==> config.mk <==
export PLATFORM = sky130hd
export DESIGN_NAME = crc_frame_receiver
export DESIGN_NICKNAME = d
export VERILOG_FILES = /design/src/rtl/cfr_pkg.sv /design/src/rtl/cfr_crc16.sv /design/src/rtl/cfr_parser.sv /design/src/rtl/crc_frame_receiver.sv
export SDC_FILE = /design/constraint.sdc
export NUM_CORES = 1
export LEC_CHECK = 0
export ABC_AREA = 1
export BUFFER_PORTS_ARGS = -buffer_cell sky130_fd_sc_hd__buf_4
export CAP_MARGIN = 40
export CELL_PAD_IN_SITES_DETAIL_PLACEMENT = 1
export CELL_PAD_IN_SITES_GLOBAL_PLACEMENT = 2
export CORE_UTILIZATION = 42
export DETAILED_ROUTE_END_ITERATION = 6
export GPL_TIMING_DRIVEN = 0
export PLACE_DENSITY = 0.94
export SLEW_MARGIN = 20
export SYNTH_ARGS = -nofsm -noshare
export SYNTH_HDL_FRONTEND = slang
export SYNTH_SLANG_ARGS = --single-unit
==> constraint.sdc <==
create_clock -name clock -period 6.8 [get_ports clock]
set_clock_uncertainty 0.05 [all_clocks]
set_input_delay 1.36 -clock clock [delete_from_list [all_inputs] [get_ports clock]]
set_output_delay 1.36 -clock clock [all_outputs]
set_load 0.1 [all_outputs]
==> src/rtl/cfr_pkg.sv <==
// ---------------------------------------------------------------------------
// cfr_pkg
// Types and constants shared by the CRC frame receiver modules.
// ---------------------------------------------------------------------------
package cfr_pkg;

   localparam logic [7:0]  HDR_BYTE   = 8'hAA;
   localparam logic [7:0]  TAIL_BYTE  = 8'h55;
   localparam logic [15:0] CRC_INIT   = 16'hFFFF;
   localparam logic [15:0] POLY_MODBUS = 16'hA001;
   localparam logic [15:0] POLY_CCITT  = 16'h1021;

   localparam logic MODE_MODBUS = 1'b0;
   localparam logic MODE_CCITT  = 1'b1;

   localparam logic [1:0] KIND_PAYLOAD = 2'd0;
   localparam logic [1:0] KIND_ACCEPT  = 2'd1;
   localparam logic [1:0] KIND_REJECT  = 2'd2;

   localparam logic [1:0] ERR_NONE = 2'd0;
   localparam logic [1:0] ERR_CRC  = 2'd1;
   localparam logic [1:0] ERR_TAIL = 2'd2;

   typedef enum logic [2:0] {
      PH_HUNT,
      PH_ID,
      PH_CMD,
      PH_LEN,
      PH_DATA,
      PH_CRCH,
      PH_CRCL,
      PH_TAIL
   } phase_type;

   typedef struct packed {
      logic [1:0]  kind;
      logic [7:0]  payload_byte;
      logic [63:0] unit_id;
      logic [7:0]  command;
      logic [7:0]  payload_length;
      logic [1:0]  error;
   } result_type;

endpackage

==> src/rtl/cfr_crc16.sv <==
// ---------------------------------------------------------------------------
// cfr_crc16
// One-byte CRC-16 update, MODBUS (reflected) or CCITT-FALSE (MSB first).
// ---------------------------------------------------------------------------
module cfr_crc16 (
   input  logic [15:0] acc,
   input  logic [7:0]  data,
   input  logic        mode,
   output logic [15:0] acc_next
);

   always_comb begin
      logic [15:0] c;
      if (mode == cfr_pkg::MODE_CCITT) begin
         c = acc ^ {data, 8'h00};
         for (int i = 0; i < 8; i++) begin
            if (c[15]) begin
               c = {c[14:0], 1'b0} ^ cfr_pkg::POLY_CCITT;
            end else begin
               c = {c[14:0], 1'b0};
            end
         end
      end else begin
         c = acc ^ {8'h00, data};
         for (int i = 0; i < 8; i++) begin
            if (c[0]) begin
               c = {1'b0, c[15:1]} ^ cfr_pkg::POLY_MODBUS;
            end else begin
               c = {1'b0, c[15:1]};
            end
         end
      end
      acc_next = c;
   end

endmodule

==> src/rtl/cfr_parser.sv <==
// ---------------------------------------------------------------------------
// cfr_parser
// Frame phase machine: header hunt, ID/command/length capture, payload CRC,
// CRC compare and tail check. Result is combinational from the current item.
// ---------------------------------------------------------------------------
module cfr_parser #(
   parameter int ID_BYTES = 8
) (
   input  logic                   clock,
   input  logic                   reset,
   input  logic                   step,
   input  logic [7:0]             rx_byte,
   input  logic                   flush,
   input  logic                   crc_mode,
   output logic                   res_valid,
   output cfr_pkg::result_type    res
);

   cfr_pkg::phase_type phase_ff, phase_in;
   logic [63:0] id_ff, id_in;
   logic [7:0]  cmd_ff, cmd_in;
   logic [7:0]  len_ff, len_in;
   logic [7:0]  count_ff, count_in;
   logic [15:0] crc_ff, crc_in;
   logic [7:0]  crch_ff, crch_in;
   logic        bad_ff, bad_in;
   logic [7:0]  count_inc;
   logic [15:0] crc_upd;

   assign count_inc = count_ff + 8'd1;

   cfr_crc16 u_crc (
      .acc      (crc_ff),
      .data     (rx_byte),
      .mode     (crc_mode),
      .acc_next (crc_upd)
   );

   always_ff @(posedge clock) begin
      if (reset) begin
         phase_ff <= cfr_pkg::PH_HUNT;
      end else begin
         phase_ff <= phase_in;
      end
   end

   always_ff @(posedge clock) begin
      id_ff    <= id_in;
      cmd_ff   <= cmd_in;
      len_ff   <= len_in;
      count_ff <= count_in;
      crc_ff   <= crc_in;
      crch_ff  <= crch_in;
      bad_ff   <= bad_in;
   end

   always_comb begin
      phase_in = phase_ff;
      id_in    = id_ff;
      cmd_in   = cmd_ff;
      len_in   = len_ff;
      count_in = count_ff;
      crc_in   = crc_ff;
      crch_in  = crch_ff;
      bad_in   = bad_ff;

      res_valid          = 1'b0;
      res.kind           = cfr_pkg::KIND_PAYLOAD;
      res.payload_byte   = 8'h00;
      res.unit_id        = id_ff;
      res.command        = cmd_ff;
      res.payload_length = len_ff;
      res.error          = cfr_pkg::ERR_NONE;

      if (step) begin
         if (flush) begin
            phase_in = cfr_pkg::PH_HUNT;
         end else begin
            unique case (phase_ff)
               cfr_pkg::PH_HUNT: begin
                  if (rx_byte == cfr_pkg::HDR_BYTE) begin
                     id_in    = 64'd0;
                     cmd_in   = 8'd0;
                     len_in   = 8'd0;
                     count_in = 8'd0;
                     crc_in   = cfr_pkg::CRC_INIT;
                     crch_in  = 8'd0;
                     bad_in   = 1'b0;
                     phase_in = cfr_pkg::PH_ID;
                  end
               end
               cfr_pkg::PH_ID: begin
                  for (int k = 0; k < 8; k++) begin
                     if (count_ff[2:0] == 3'(k)) begin
                        id_in[8*k +: 8] = id_ff[8*k +: 8] | rx_byte;
                     end
                  end
                  count_in = count_inc;
                  if (count_inc >= 8'(ID_BYTES)) begin
                     phase_in = cfr_pkg::PH_CMD;
                  end
               end
               cfr_pkg::PH_CMD: begin
                  cmd_in   = rx_byte;
                  phase_in = cfr_pkg::PH_LEN;
               end
               cfr_pkg::PH_LEN: begin
                  len_in   = rx_byte;
                  count_in = 8'd0;
                  phase_in = (rx_byte == 8'd0) ? cfr_pkg::PH_CRCH : cfr_pkg::PH_DATA;
               end
               cfr_pkg::PH_DATA: begin
                  crc_in   = crc_upd;
                  count_in = count_inc;
                  if (count_inc >= len_ff) begin
                     phase_in = cfr_pkg::PH_CRCH;
                  end
                  res_valid        = 1'b1;
                  res.payload_byte = rx_byte;
               end
               cfr_pkg::PH_CRCH: begin
                  crch_in  = rx_byte;
                  phase_in = cfr_pkg::PH_CRCL;
               end
               cfr_pkg::PH_CRCL: begin
                  bad_in   = ({crch_ff, rx_byte} != crc_ff);
                  phase_in = cfr_pkg::PH_TAIL;
               end
               cfr_pkg::PH_TAIL: begin
                  res_valid = 1'b1;
                  if (bad_ff) begin
                     res.error = cfr_pkg::ERR_CRC;
                  end else if (rx_byte != cfr_pkg::TAIL_BYTE) begin
                     res.error = cfr_pkg::ERR_TAIL;
                  end
                  res.kind = (res.error == cfr_pkg::ERR_NONE) ? cfr_pkg::KIND_ACCEPT
                                                              : cfr_pkg::KIND_REJECT;
                  phase_in = cfr_pkg::PH_HUNT;
               end
               default: begin
                  phase_in = cfr_pkg::PH_HUNT;
               end
            endcase
         end
      end
   end

endmodule

==> src/rtl/crc_frame_receiver.sv <==
// ---------------------------------------------------------------------------
// crc_frame_receiver
// Byte-serial receiver for length-prefixed frames with CRC-16 over payload.
//
//   channel  dir  handshake            contents
//   req_     in   req_valid/req_ready  rx_byte, flush
//   rsp_     out  rsp_valid/rsp_ready  kind, payload_byte, unit_id, ...
//   csr_     in   csr_valid/csr_ready  crc_mode (always ready)
//
// One item per cycle unless rsp_ready stalls: input register, combinational
// phase/CRC step, result register. An item that yields a result passes both registers.
// While a result waits on rsp_ready the input register takes at most one
// more item, then req_ready drops.
// Reset clears the phase to header hunt and the CRC mode to MODBUS.
// ---------------------------------------------------------------------------
module crc_frame_receiver #(
   parameter int ID_BYTES = 8
) (
   input  logic        clock,
   input  logic        reset,
   input  logic        req_valid,
   output logic        req_ready,
   input  logic [7:0]  req_rx_byte,
   input  logic        req_flush,
   output logic        rsp_valid,
   input  logic        rsp_ready,
   output logic [1:0]  rsp_kind,
   output logic [7:0]  rsp_payload_byte,
   output logic [63:0] rsp_unit_id,
   output logic [7:0]  rsp_command,
   output logic [7:0]  rsp_payload_length,
   output logic [1:0]  rsp_error,
   input  logic        csr_valid,
   output logic        csr_ready,
   input  logic        csr_crc_mode
);

   logic                in_valid_ff, in_valid_in;
   logic [7:0]          in_byte_ff;
   logic                in_flush_ff;
   logic                rsp_valid_ff, rsp_valid_in;
   cfr_pkg::result_type rsp_ff;
   logic                mode_ff;
   logic                advance;
   logic                step;
   logic                res_valid;
   cfr_pkg::result_type res;

   assign advance   = !rsp_valid_ff || rsp_ready;
   assign step      = in_valid_ff && advance;
   assign req_ready = !in_valid_ff || advance;
   assign csr_ready = 1'b1;

   assign in_valid_in  = (req_valid && req_ready) ? 1'b1 : (step ? 1'b0 : in_valid_ff);
   assign rsp_valid_in = advance ? (step && res_valid) : rsp_valid_ff;

   always_ff @(posedge clock) begin
      if (reset) begin
         in_valid_ff  <= 1'b0;
         rsp_valid_ff <= 1'b0;
         mode_ff      <= cfr_pkg::MODE_MODBUS;
      end else begin
         in_valid_ff  <= in_valid_in;
         rsp_valid_ff <= rsp_valid_in;
         if (csr_valid && csr_ready) begin
            mode_ff <= csr_crc_mode;
         end
      end
   end

   always_ff @(posedge clock) begin
      if (req_valid && req_ready) begin
         in_byte_ff  <= req_rx_byte;
         in_flush_ff <= req_flush;
      end
      if (step && res_valid) begin
         rsp_ff <= res;
      end
   end

   cfr_parser #(
      .ID_BYTES (ID_BYTES)
   ) u_parser (
      .clock     (clock),
      .reset     (reset),
      .step      (step),
      .rx_byte   (in_byte_ff),
      .flush     (in_flush_ff),
      .crc_mode  (mode_ff),
      .res_valid (res_valid),
      .res       (res)
   );

   assign rsp_valid          = rsp_valid_ff;
   assign rsp_kind           = rsp_ff.kind;
   assign rsp_payload_byte   = rsp_ff.payload_byte;
   assign rsp_unit_id        = rsp_ff.unit_id;
   assign rsp_command        = rsp_ff.command;
   assign rsp_payload_length = rsp_ff.payload_length;
   assign rsp_error          = rsp_ff.error;

   a_payload_no_error: assert property (@(posedge clock) disable iff (reset)
      rsp_valid_ff && rsp_kind == cfr_pkg::KIND_PAYLOAD |-> rsp_error == cfr_pkg::ERR_NONE)
      else $error("payload item carries an error code");

   a_verdict_matches_error: assert property (@(posedge clock) disable iff (reset)
      rsp_valid_ff && rsp_kind != cfr_pkg::KIND_PAYLOAD |->
         ((rsp_kind == cfr_pkg::KIND_ACCEPT) == (rsp_error == cfr_pkg::ERR_NONE)))
      else $error("frame verdict disagrees with error code");

   a_kind_legal: assert property (@(posedge clock) disable iff (reset)
      rsp_valid_ff |-> (rsp_kind == cfr_pkg::KIND_PAYLOAD || rsp_kind == cfr_pkg::KIND_ACCEPT ||
                        rsp_kind == cfr_pkg::KIND_REJECT))
      else $error("illegal result kind");

   a_no_overrun: assert property (@(posedge clock) disable iff (reset)
      in_valid_ff && rsp_valid_ff && !rsp_ready |=> in_valid_ff && $stable(in_byte_ff))
      else $error("held input item lost while output stalled");

endmodule
==> out/qor.txt, run 1 <==
Max incr delay on CP: 0.26 ns
Diode count: 0
Mapped Nets: 779
Post-DP HPWL: 16000 µm
Setup violations, final: 0
Remaining global-route overflow: 0
M1 GR Usage: 0.261
Met2 Usage GRT: 0.370
Worst-path fanout max: 3
Placed insts: 1129
Vias in the first global route: 6337
Fillcell total: 2193
Area occupied by multi-input gates: 2250 µm²
H-tree levels: 1
Initial antenna violation count: 0
Core area: 21200 µm²
Boundary Pins: 110
Slowest CP cell: buf_4
DRC: 0
GR Util met3: 0.0372
Tmin final: 3.31 ns
Max_cap viols: 0
DRT Pass-1 Iters: 4
Synth cell types: 41
Clock Latency Late Sink: 0.52 ns
Clock Tree Root: clkbuf_16
Routability cong.: 0.851
CTS Buf Count: 24
Post-CTS setup buffers: 0
Most Crowded Layer GR: met2
Leakage: 4.43 nW
Starting density of the core: 0.432
Clock-pin transition on the worst setup and hold timing paths: 0.06 ns
Port Buf Inserts: 108
Most used cell, CP: buf_4
Avg Vias per Cell: 5.10
First-pass GRT wire length: 35500 µm
Die Wd: 150 µm
Clock sinks: 220
Full die area: 22400 µm²
Seq/Total Area, Yosys: 0.715
WL/cell: 19.6 µm
Worst-path cell chain: buf_4 > inv_1 > nand3_1 > buf_4
Resize count post-CTS: 0
Syn Inst Count: 743
Final wirelength: 23000 µm
Final non-filler cell total: 1174
Critical path class: input port to output pin
Yosys reg bits: 220
Worst VDD drop: 0.170 mV
Nets: 917
Crit end category: output pin
Hold WC Path Type: flop to flop
Die outline height: 150 µm
Final hold vios: 0
Syn Std Cell Area: 9160 µm²
Max Freq: 302 MHz
Row count: 53
Post-synth ARST share: 0
Final ANT Viol Nets: 0
Slew @ Worst Pin: 0.801 ns
Slew Viols, Final: 0
Synth warnings: 0
Hold depth: 0
Layout cells sized above 1: 0.209
Rel. slew slack: 0.464
Worst Path Arrival: 1.90 ns
Required time worst endpoint: 5.39 ns
GRT Total Usage: 0.210
Setup_tns: 0 ns
RSZ-0062 raised after global routing: false
CTS Buffer Depth: 3
Vias: 5982
Top_reg_cell synth: edfxtp_1
Period Utilization, post-route: 0.486
Avg Cell Area, Syn: 12.3 µm²
Largest net degree at the start of global routing: 50
Number of synthesized flops with an enable pin: 214
Reg2reg path depth: 7
P per Cell Area: 291 nW/µm²
CTS hold repair buffers: 0
FF/Latch Area: 6550 µm²
CP Launch Type: input port
CTS tree: done
Syn-to-layout area delta: 22.7%
Outcome: complete, no violations
Initial DRC Count: 344
==> path summary, 6_finish.rpt <==
check / start / endpoint / slack (ns)
hold reg to reg: u_parser.cmd_ff[5] / rsp_command[5] / 0.38
setup / recovery: rsp_ready / req_ready / 3.49
hold / removal: u_parser.cmd_ff[5] / rsp_command[5] / 0.38
setup reg to reg: u_parser.phase_ff[0] / rsp_unit_id[7] / 3.86
==> critical path: cells and delay by family <==
kind	cells	cell delay, ns
buffers and inverters	3	0.43
and+or+nand+nor	1	0.11
==> synth_stat cells, types with 2 or more instances <==
cell type / n / area [µm²]
xnor2_1: 19 / 166
inv_2: 4 / 15.0
nor3_1: 4 / 20.0
nand2_2: 7 / 43.8
o21ai_0: 14 / 70.1
buf_4: 5 / 37.5
buf_1: 5 / 18.8
xnor2_2: 4 / 65.1
nand2_1: 70 / 263
inv_1: 62 / 233
o211ai_1: 3 / 22.5
dfxtp_1: 6 / 120
buf_2: 5 / 25.0
o21ai_1: 5 / 25.0
clkinv_1: 2 / 7.51
clkbuf_1: 6 / 22.5
nand3_1: 17 / 85.1
xor2_1: 14 / 123
edfxtp_1: 214 / 6430
a21oi_1: 28 / 140
nor2_1: 201 / 754
nor4_1: 2 / 12.5
nand4_1: 6 / 37.5
ha_1: 21 / 263
o221ai_1: 2 / 17.5
buf_6: 2 / 22.5
==> power breakdown <==
part | total, mW | internal, mW | switching (mW)
Combinational | 0.310 | 0.0834 | 0.226
Clock | 1.41 | 0.862 | 0.544
Sequential | 1.55 | 1.53 | 0.0229
Total | 3.27 | 2.47 | 0.793
==> stage by stage <==
stage | instance area (µm²) | power (mW) | util | hold slack, ns | setup WS [ns]
2_1_floorplan | 9160 | 1.79 | - | 0.350 | 2.45
3_3_place_gp | 10300 | 1.87 | 0.486 | 0.356 | 1.07
3_5_place_dp | 10400 | 1.89 | 0.489 | 0.367 | 3.20
4_1_cts | 11200 | 3.29 | 0.529 | 0.379 | 3.48
5_1_grt | 11200 | 3.37 | 0.529 | 0.391 | 3.43
6_report | 11200 | 3.27 | 0.529 | 0.382 | 3.49
==> logic make-up (layout without fill, tap and decap cells) <==
kind of cell,after synthesis,in the layout,synth area share
simple gates,315,315,0.141
buf+inv,91,247,0.0417
other cells,1,1,0.000409
fa+ha+maj,21,21,0.0287
flops,220,220,0.715
compound gates,58,58,0.0350
xor+xnor,37,37,0.0387
==> cell type report <==
cell class	instances	area share
repair buffers	112	0.0763
clock inverters	18	0.0205
multi-input cells	432	0.200
inverters	68	0.0227
clock buffers	26	0.0560
plain buffers	23	0.0112
well taps	275	0.0306
flip-flops and latches	220	0.583
==> layout by cell type, fill, tap and decap left out, types with 2 or more instances in the layout <==
master | synthesis | routed
o21ai_0 | 14 | 14
buf_2 | 5 | 5
buf_1 | 5 | 5
clkbuf_1 | 6 | 7
edfxtp_1 | 214 | 214
clkbuf_16 | 0 | 25
nor2_1 | 201 | 200
nor3_1 | 4 | 4
o221ai_1 | 2 | 2
xor2_1 | 14 | 14
clkinvlp_4 | 0 | 3
clkinv_4 | 0 | 2
o21ai_1 | 5 | 5
buf_4 | 5 | 115
clkinv_2 | 0 | 4
a21oi_1 | 28 | 28
nand3_1 | 17 | 17
dfxtp_1 | 6 | 6
xnor2_2 | 4 | 4
xnor2_1 | 19 | 19
nand2_4 | 1 | 2
bufinv_16 | 0 | 5
ha_1 | 21 | 21
inv_2 | 4 | 4
nand2_2 | 7 | 7
clkinv_1 | 2 | 5
o211ai_1 | 3 | 3
buf_6 | 2 | 3
nand4_1 | 6 | 6
inv_1 | 62 | 62
nor4_1 | 2 | 2
nand2_1 | 70 | 69
==> layer usage <==
| layer | wire, µm | vias to the layer above |
|---|---|---|
| li1 | - | 2794 |
| met1 | 9530 | 2954 |
| met2 | 11600 | 183 |
| met3 | 1230 | 51 |
| met4 | 680 | 0 |
| met5 | 0 | - |
Note: power is estimated with default switching activity, not from simulation.
==> inputs of run 2 (changes only) <==
CORE_UTILIZATION = 36   (was 42)
PLACE_DENSITY = 0.86   (was 0.94)
clock period = 2.8 ns   (was 6.8 ns; I/O delays follow)
==> out/qor.txt, run 2 (synthesis results as in run 1) <==
Commonest non-fill, non-tap cell in the layout: edfxtp_1
Slowest CP cell: nor2_1
Leakage: 4.45 nW
CP Launch Type: flop
Rel. slew slack: 0.444
Core area: 25000 µm²
R2r setup slk: 0.05 ns
Avg Vias per Cell: 4.82
P per Cell Area: 701 nW/µm²
Post-DP HPWL: 15700 µm
Final wirelength: 22900 µm
RSZ-0062 raised after global routing: true
Die Wd: 162 µm
Hold WC Path Type: input port to flop
Syn-to-layout area delta: 24.1%
GRT Total Usage: 0.175
Period Utilization, post-route: 0.982
Max_cap viols: 0
Row count: 58
Starting density of the core: 0.366
Port Buf Inserts: 108
Largest net degree at the start of global routing: 93
Slew Viols, Final: 0
Final ANT Viol Nets: 0
Full die area: 26100 µm²
Routability cong.: 0.810
CTS Buffer Depth: 3
Final hold vios: 0
Worst Path Arrival: 2.85 ns
Final WS setup: 0.0518 ns
Critical path class: flop to flop
Fillcell total: 2685
DRC: 0
Initial antenna violation count: 0
DRT Pass-1 Iters: 4
CTS Buf Count: 25
WL/cell: 18.6 µm
Clock-pin transition on the worst setup and hold timing paths: 0.06 ns
Vias in the first global route: 5980
DP Worst Slack: -0.191 ns
Max Freq: 364 MHz
Worst reg2reg endpoint: u_parser.id_ff[42]
Crit path from: in_byte_ff[6]
Worst hold slack: 0.151 ns
Outcome: complete, no violations
Worst-path cell chain: buf_4 > inv_2 > nand4_1 > o21ai_1 > nand2_1 > nor2_1 > o21ai_1 > nor2_1
Nets: 921
Remaining global-route overflow: 0
First-pass GRT wire length: 34500 µm
Setup violations, final: 0
CTS hold repair buffers: 0
Worst-path fanout max: 10
Initial DRC Count: 391
CP endpoint: u_parser.id_ff[42]
Boundary Pins: 110
Diode count: 0
Commonest cells after routing, fill and taps aside: edfxtp_1, nor2_1, buf_4, nand2_1, inv_1
Clock Tree Root: clkbuf_16
CTS tree: done
Worst VDD drop: 0.380 mV
Reg2reg path depth: 8
H-tree levels: 1
Crit end category: flop
Die outline height: 162 µm
Core Util, Final: 0.454
Worst r2r src: in_byte_ff[6]
Clock sinks: 220
Layout cells sized above 1: 0.210
Tmin final: 2.75 ns
Vias: 5931
Slew @ Worst Pin: 0.833 ns
Clock Latency Late Sink: 0.53 ns
Max incr delay on CP: 0.69 ns
Required time worst endpoint: 2.91 ns
## run 2: changes by cell type in the layout (fill, tap and decap cells not counted), moves of 2 or more
| cell | delta |
|---|---|
| clkinv_2 | -4 |
| clkbuf_1 | +5 |
| nand2_8 | +2 |
| clkinv_4 | -2 |
| buf_4 | +3 |
| clkbuf_8 | +2 |
## run 2: worst min-delay path by stage
stage | start | endpoint | slack (ns) | depth (start not counted)
4_1_cts | req_rx_byte[6] | in_byte_ff[6] | 0.13 | 1
5_1_grt | req_rx_byte[6] | in_byte_ff[6] | 0.14 | 1
3_3_place_gp | u_parser.cmd_ff[0] | rsp_command[0] | 0.35 | 0
6_report | req_rx_byte[4] | in_byte_ff[4] | 0.15 | 1
3_5_place_dp | u_parser.cmd_ff[2] | rsp_command[2] | 0.37 | 0
2_1_floorplan | u_parser.cmd_ff[0] | rsp_command[0] | 0.35 | 0
## run 2: routing by layer
metal | vias to the layer above | GRT usage | part of all wire
li1 | 2801 | - | -
met1 | 2917 | 0.239 | 0.45
met2 | 174 | 0.290 | 0.48
met3 | 39 | 0.0252 | 0.049
met4 | 0 | 0.0527 | 0.022
met5 | - | 0 | 0
## run 2: where the power goes
group | switching, mW | total (mW) | internal (mW)
logic | 0.541 | 0.747 | 0.206
clock network | 1.29 | 3.45 | 2.16
registers | 0.0551 | 3.77 | 3.71
total | 1.89 | 7.96 | 6.08
## run 2: worst max-delay path, delay by kind of cell, from the launching register on
kind / cells / cell delay (ns)
AOI/OAI and AO/OA: 2 / 0.42
buffers and inverters: 2 / 0.42
DFF: 1 / 0.42
and+or+nand+nor: 4 / 1.06
## run 2: what timing repair did
action                                  4_1_cts  5_1_grt
setup buffers                                 0        0
gates resized for setup                       1        5
pin swaps                                     1        1
endpoints found under the setup margin       92      145
cloned                                        0        1
## run 2: cell type report
| cell class | count | area, µm² | area share |
|---|---|---|---|
| Clock buffer | 33 | 676 | 0.0594 |
| Tap cell | 330 | 413 | 0.0363 |
| Buffer | 23 | 129 | 0.0113 |
| Timing Repair Buffer | 114 | 863 | 0.0760 |
| Sequential cell | 220 | 6550 | 0.576 |
| Inverter | 68 | 255 | 0.0225 |
| Clock inverter | 10 | 193 | 0.0170 |
| Multi-Input combinational cell | 433 | 2290 | 0.202 |
## run 2: metrics by stage
stage          area, µm²  std cells  power [mW]  TNS, ns
5_1_grt            11400       1231        8.23    -6.38
3_5_place_dp       10400       1184        4.57   -16.54
6_report           11400       1231        7.96        0
2_1_floorplan       9170        743        4.34        0
3_3_place_gp       10400       1181        4.54   -37.75
4_1_cts            11300       1227        8.03        0
==> inputs of run 3 (changes only) <==
CELL_PAD_IN_SITES_DETAIL_PLACEMENT = default   (was 1)
CELL_PAD_IN_SITES_GLOBAL_PLACEMENT = default   (was 2)
CORE_UTILIZATION = 42   (was 36)
PLACE_DENSITY = 0.73   (was 0.86)
==> out/qor.txt, run 3 (synthesis results as in run 1) <==
Final WS setup: 0.184 ns
Port Buf Inserts: 108
Clock Latency Late Sink: 0.50 ns
Nets: 914
Slew Viols, Final: 0
Clock-pin transition on the worst setup and hold timing paths: 0.06 ns
Post-CTS setup buffers: 0
Vias: 5759
Post-DP HPWL: 13300 µm
Period Utilization, post-route: 0.934
Hold WC Path Type: input port to flop
Tmin final: 2.62 ns
Worst VDD drop: 0.335 mV
Die Wd: 150 µm
Sequential share of power: 0.505
Avg Vias per Cell: 4.93
Required time worst endpoint: 2.88 ns
Initial DRC Count: 474
Clk pwr share: 0.399
DRT Pass-1 Iters: 5
RSZ-0062 raised after global routing: true
Psw: 1.76 mW
Max_cap viols: 0
Row count: 53
Rel. slew slack: 0.446
Routability cong.: 0.917
Vias in the first global route: 5542
Layout cells sized above 1: 0.202
Final non-filler cell total: 1167
Worst r2r src: in_byte_ff[6]
Starting density of the core: 0.432
Final wirelength: 19200 µm
Worst Path Arrival: 2.70 ns
CTS Buf Count: 23
Switching Fraction: 0.236
Initial antenna violation count: 0
Diode count: 0
Clock sinks: 220
Full die area: 22400 µm²
Worst Hold Launch: req_rx_byte[7]
R2r setup slk: 0.18 ns
Die outline height: 150 µm
Final Power: 7.45 mW
Max layer used: met4
Worst hold slack: 0.178 ns
H-tree levels: 1
Worst-path fanout max: 10
CTS hold repair buffers: 0
Total internal power: 5.69 mW
Final hold vios: 0
Commonest cells after routing, fill and taps aside: edfxtp_1, nor2_1, buf_4, nand2_1, inv_1
Boundary Pins: 110
Reg2reg path depth: 8
Core area: 21200 µm²
WL/cell: 16.4 µm
Clock Tree Root: clkbuf_16
Logic gate share of total power: 0.096
Slew @ Worst Pin: 0.831 ns
Leakage: 4.36 nW
Remaining global-route overflow: 0
Commonest non-fill, non-tap cell in the layout: edfxtp_1
Setup violations, final: 0
Syn-to-layout area delta: 21.2%
CTS Buffer Depth: 3
P per Cell Area: 671 nW/µm²
Routed wire length on met3: 1350 µm
GRT Total Usage: 0.176
Critical path class: flop to flop
CTS tree: done
M1 wire length: 7960 µm
Fillcell total: 1883
Hold depth: 1
Placed insts: 1127
WHS Endpoint: in_byte_ff[7]
Largest net degree at the start of global routing: 93
First-pass GRT wire length: 30000 µm
Worst reg2reg endpoint: u_parser.id_ff[16]
Routed wl met2: 9400 µm
Max Freq: 382 MHz
Setup_tns: 0 ns
CP Launch Type: flop
DRC: 0
DP Worst Slack: -0.00521 ns
Outcome: complete, no violations
Crit end category: flop
Final ANT Viol Nets: 0
run 3: cell count changes in the layout (fill, tap and decap cells not counted), sizes merged:
cell    change
nand2       -1
clkbuf      -4
bufinv      -2
clkinv      +3
buf         -5
run 3: how the worst max path moves through the flow:
stage                               to                  from  slack [ns]
floorplan                in_byte_ff[0]             rsp_valid        0.04
global placement       rsp_unit_id[42]  u_parser.phase_ff[0]       -0.24
detailed placement     rsp_unit_id[20]  u_parser.phase_ff[0]      -0.005
CTS                    rsp_unit_id[46]  u_parser.phase_ff[0]        0.03
global route        u_parser.id_ff[13]         in_byte_ff[6]       -0.01
finish              u_parser.id_ff[16]         in_byte_ff[6]        0.18
run 3: metrics by stage:
step | util | cell area (µm²)
global route | 0.523 | 11100
detailed placement | 0.488 | 10300
global placement | 0.486 | 10300
CTS | 0.522 | 11100
finish | 0.523 | 11100
floorplan | - | 9170
run 3: timing repair:
item,CTS,global route
pin swaps,1,0
setup endpoints to repair,19,104
resized for setup,0,3
run 3: final cells by class:
class | count | area (µm²) | share of cell area
Sequential cell | 220 | 6550 | 0.590
Multi-Input combinational cell | 432 | 2270 | 0.204
Timing Repair Buffer | 110 | 827 | 0.0745
Clock buffer | 28 | 594 | 0.0535
Tap cell | 275 | 344 | 0.0310
Inverter | 68 | 255 | 0.0230
Clock inverter | 11 | 136 | 0.0123
Buffer | 23 | 129 | 0.0116
run 3: power by group through the flow:
stage                     sequential (mW)  clock, mW  combinational, mW
after floorplan                      3.92          0              0.420
after global placement               3.83          0              0.691
after detailed placement             3.83          0              0.711
after CTS                            3.76       3.03              0.714
after global routing                 3.77       3.17              0.792
final                                3.76       2.97              0.714
run 3: worst max-delay path: stages (launching register included):
cell,delay [ns]
edfxtp_1,0.42
buf_4,0.23
inv_2,0.16
nand4_1,0.11
o21ai_1,0.14
nand2_1,0.07
nor2_1,0.14
o21ai_1,0.24
nor2_1,0.67
run 3: routing by layer:
metal / up-vias / global-route usage
met5: - / 0
met2: 217 / 0.300
met4: 0 / 0.0515
li1: 2775 / -
met1: 2723 / 0.232
met3: 44 / 0.0268
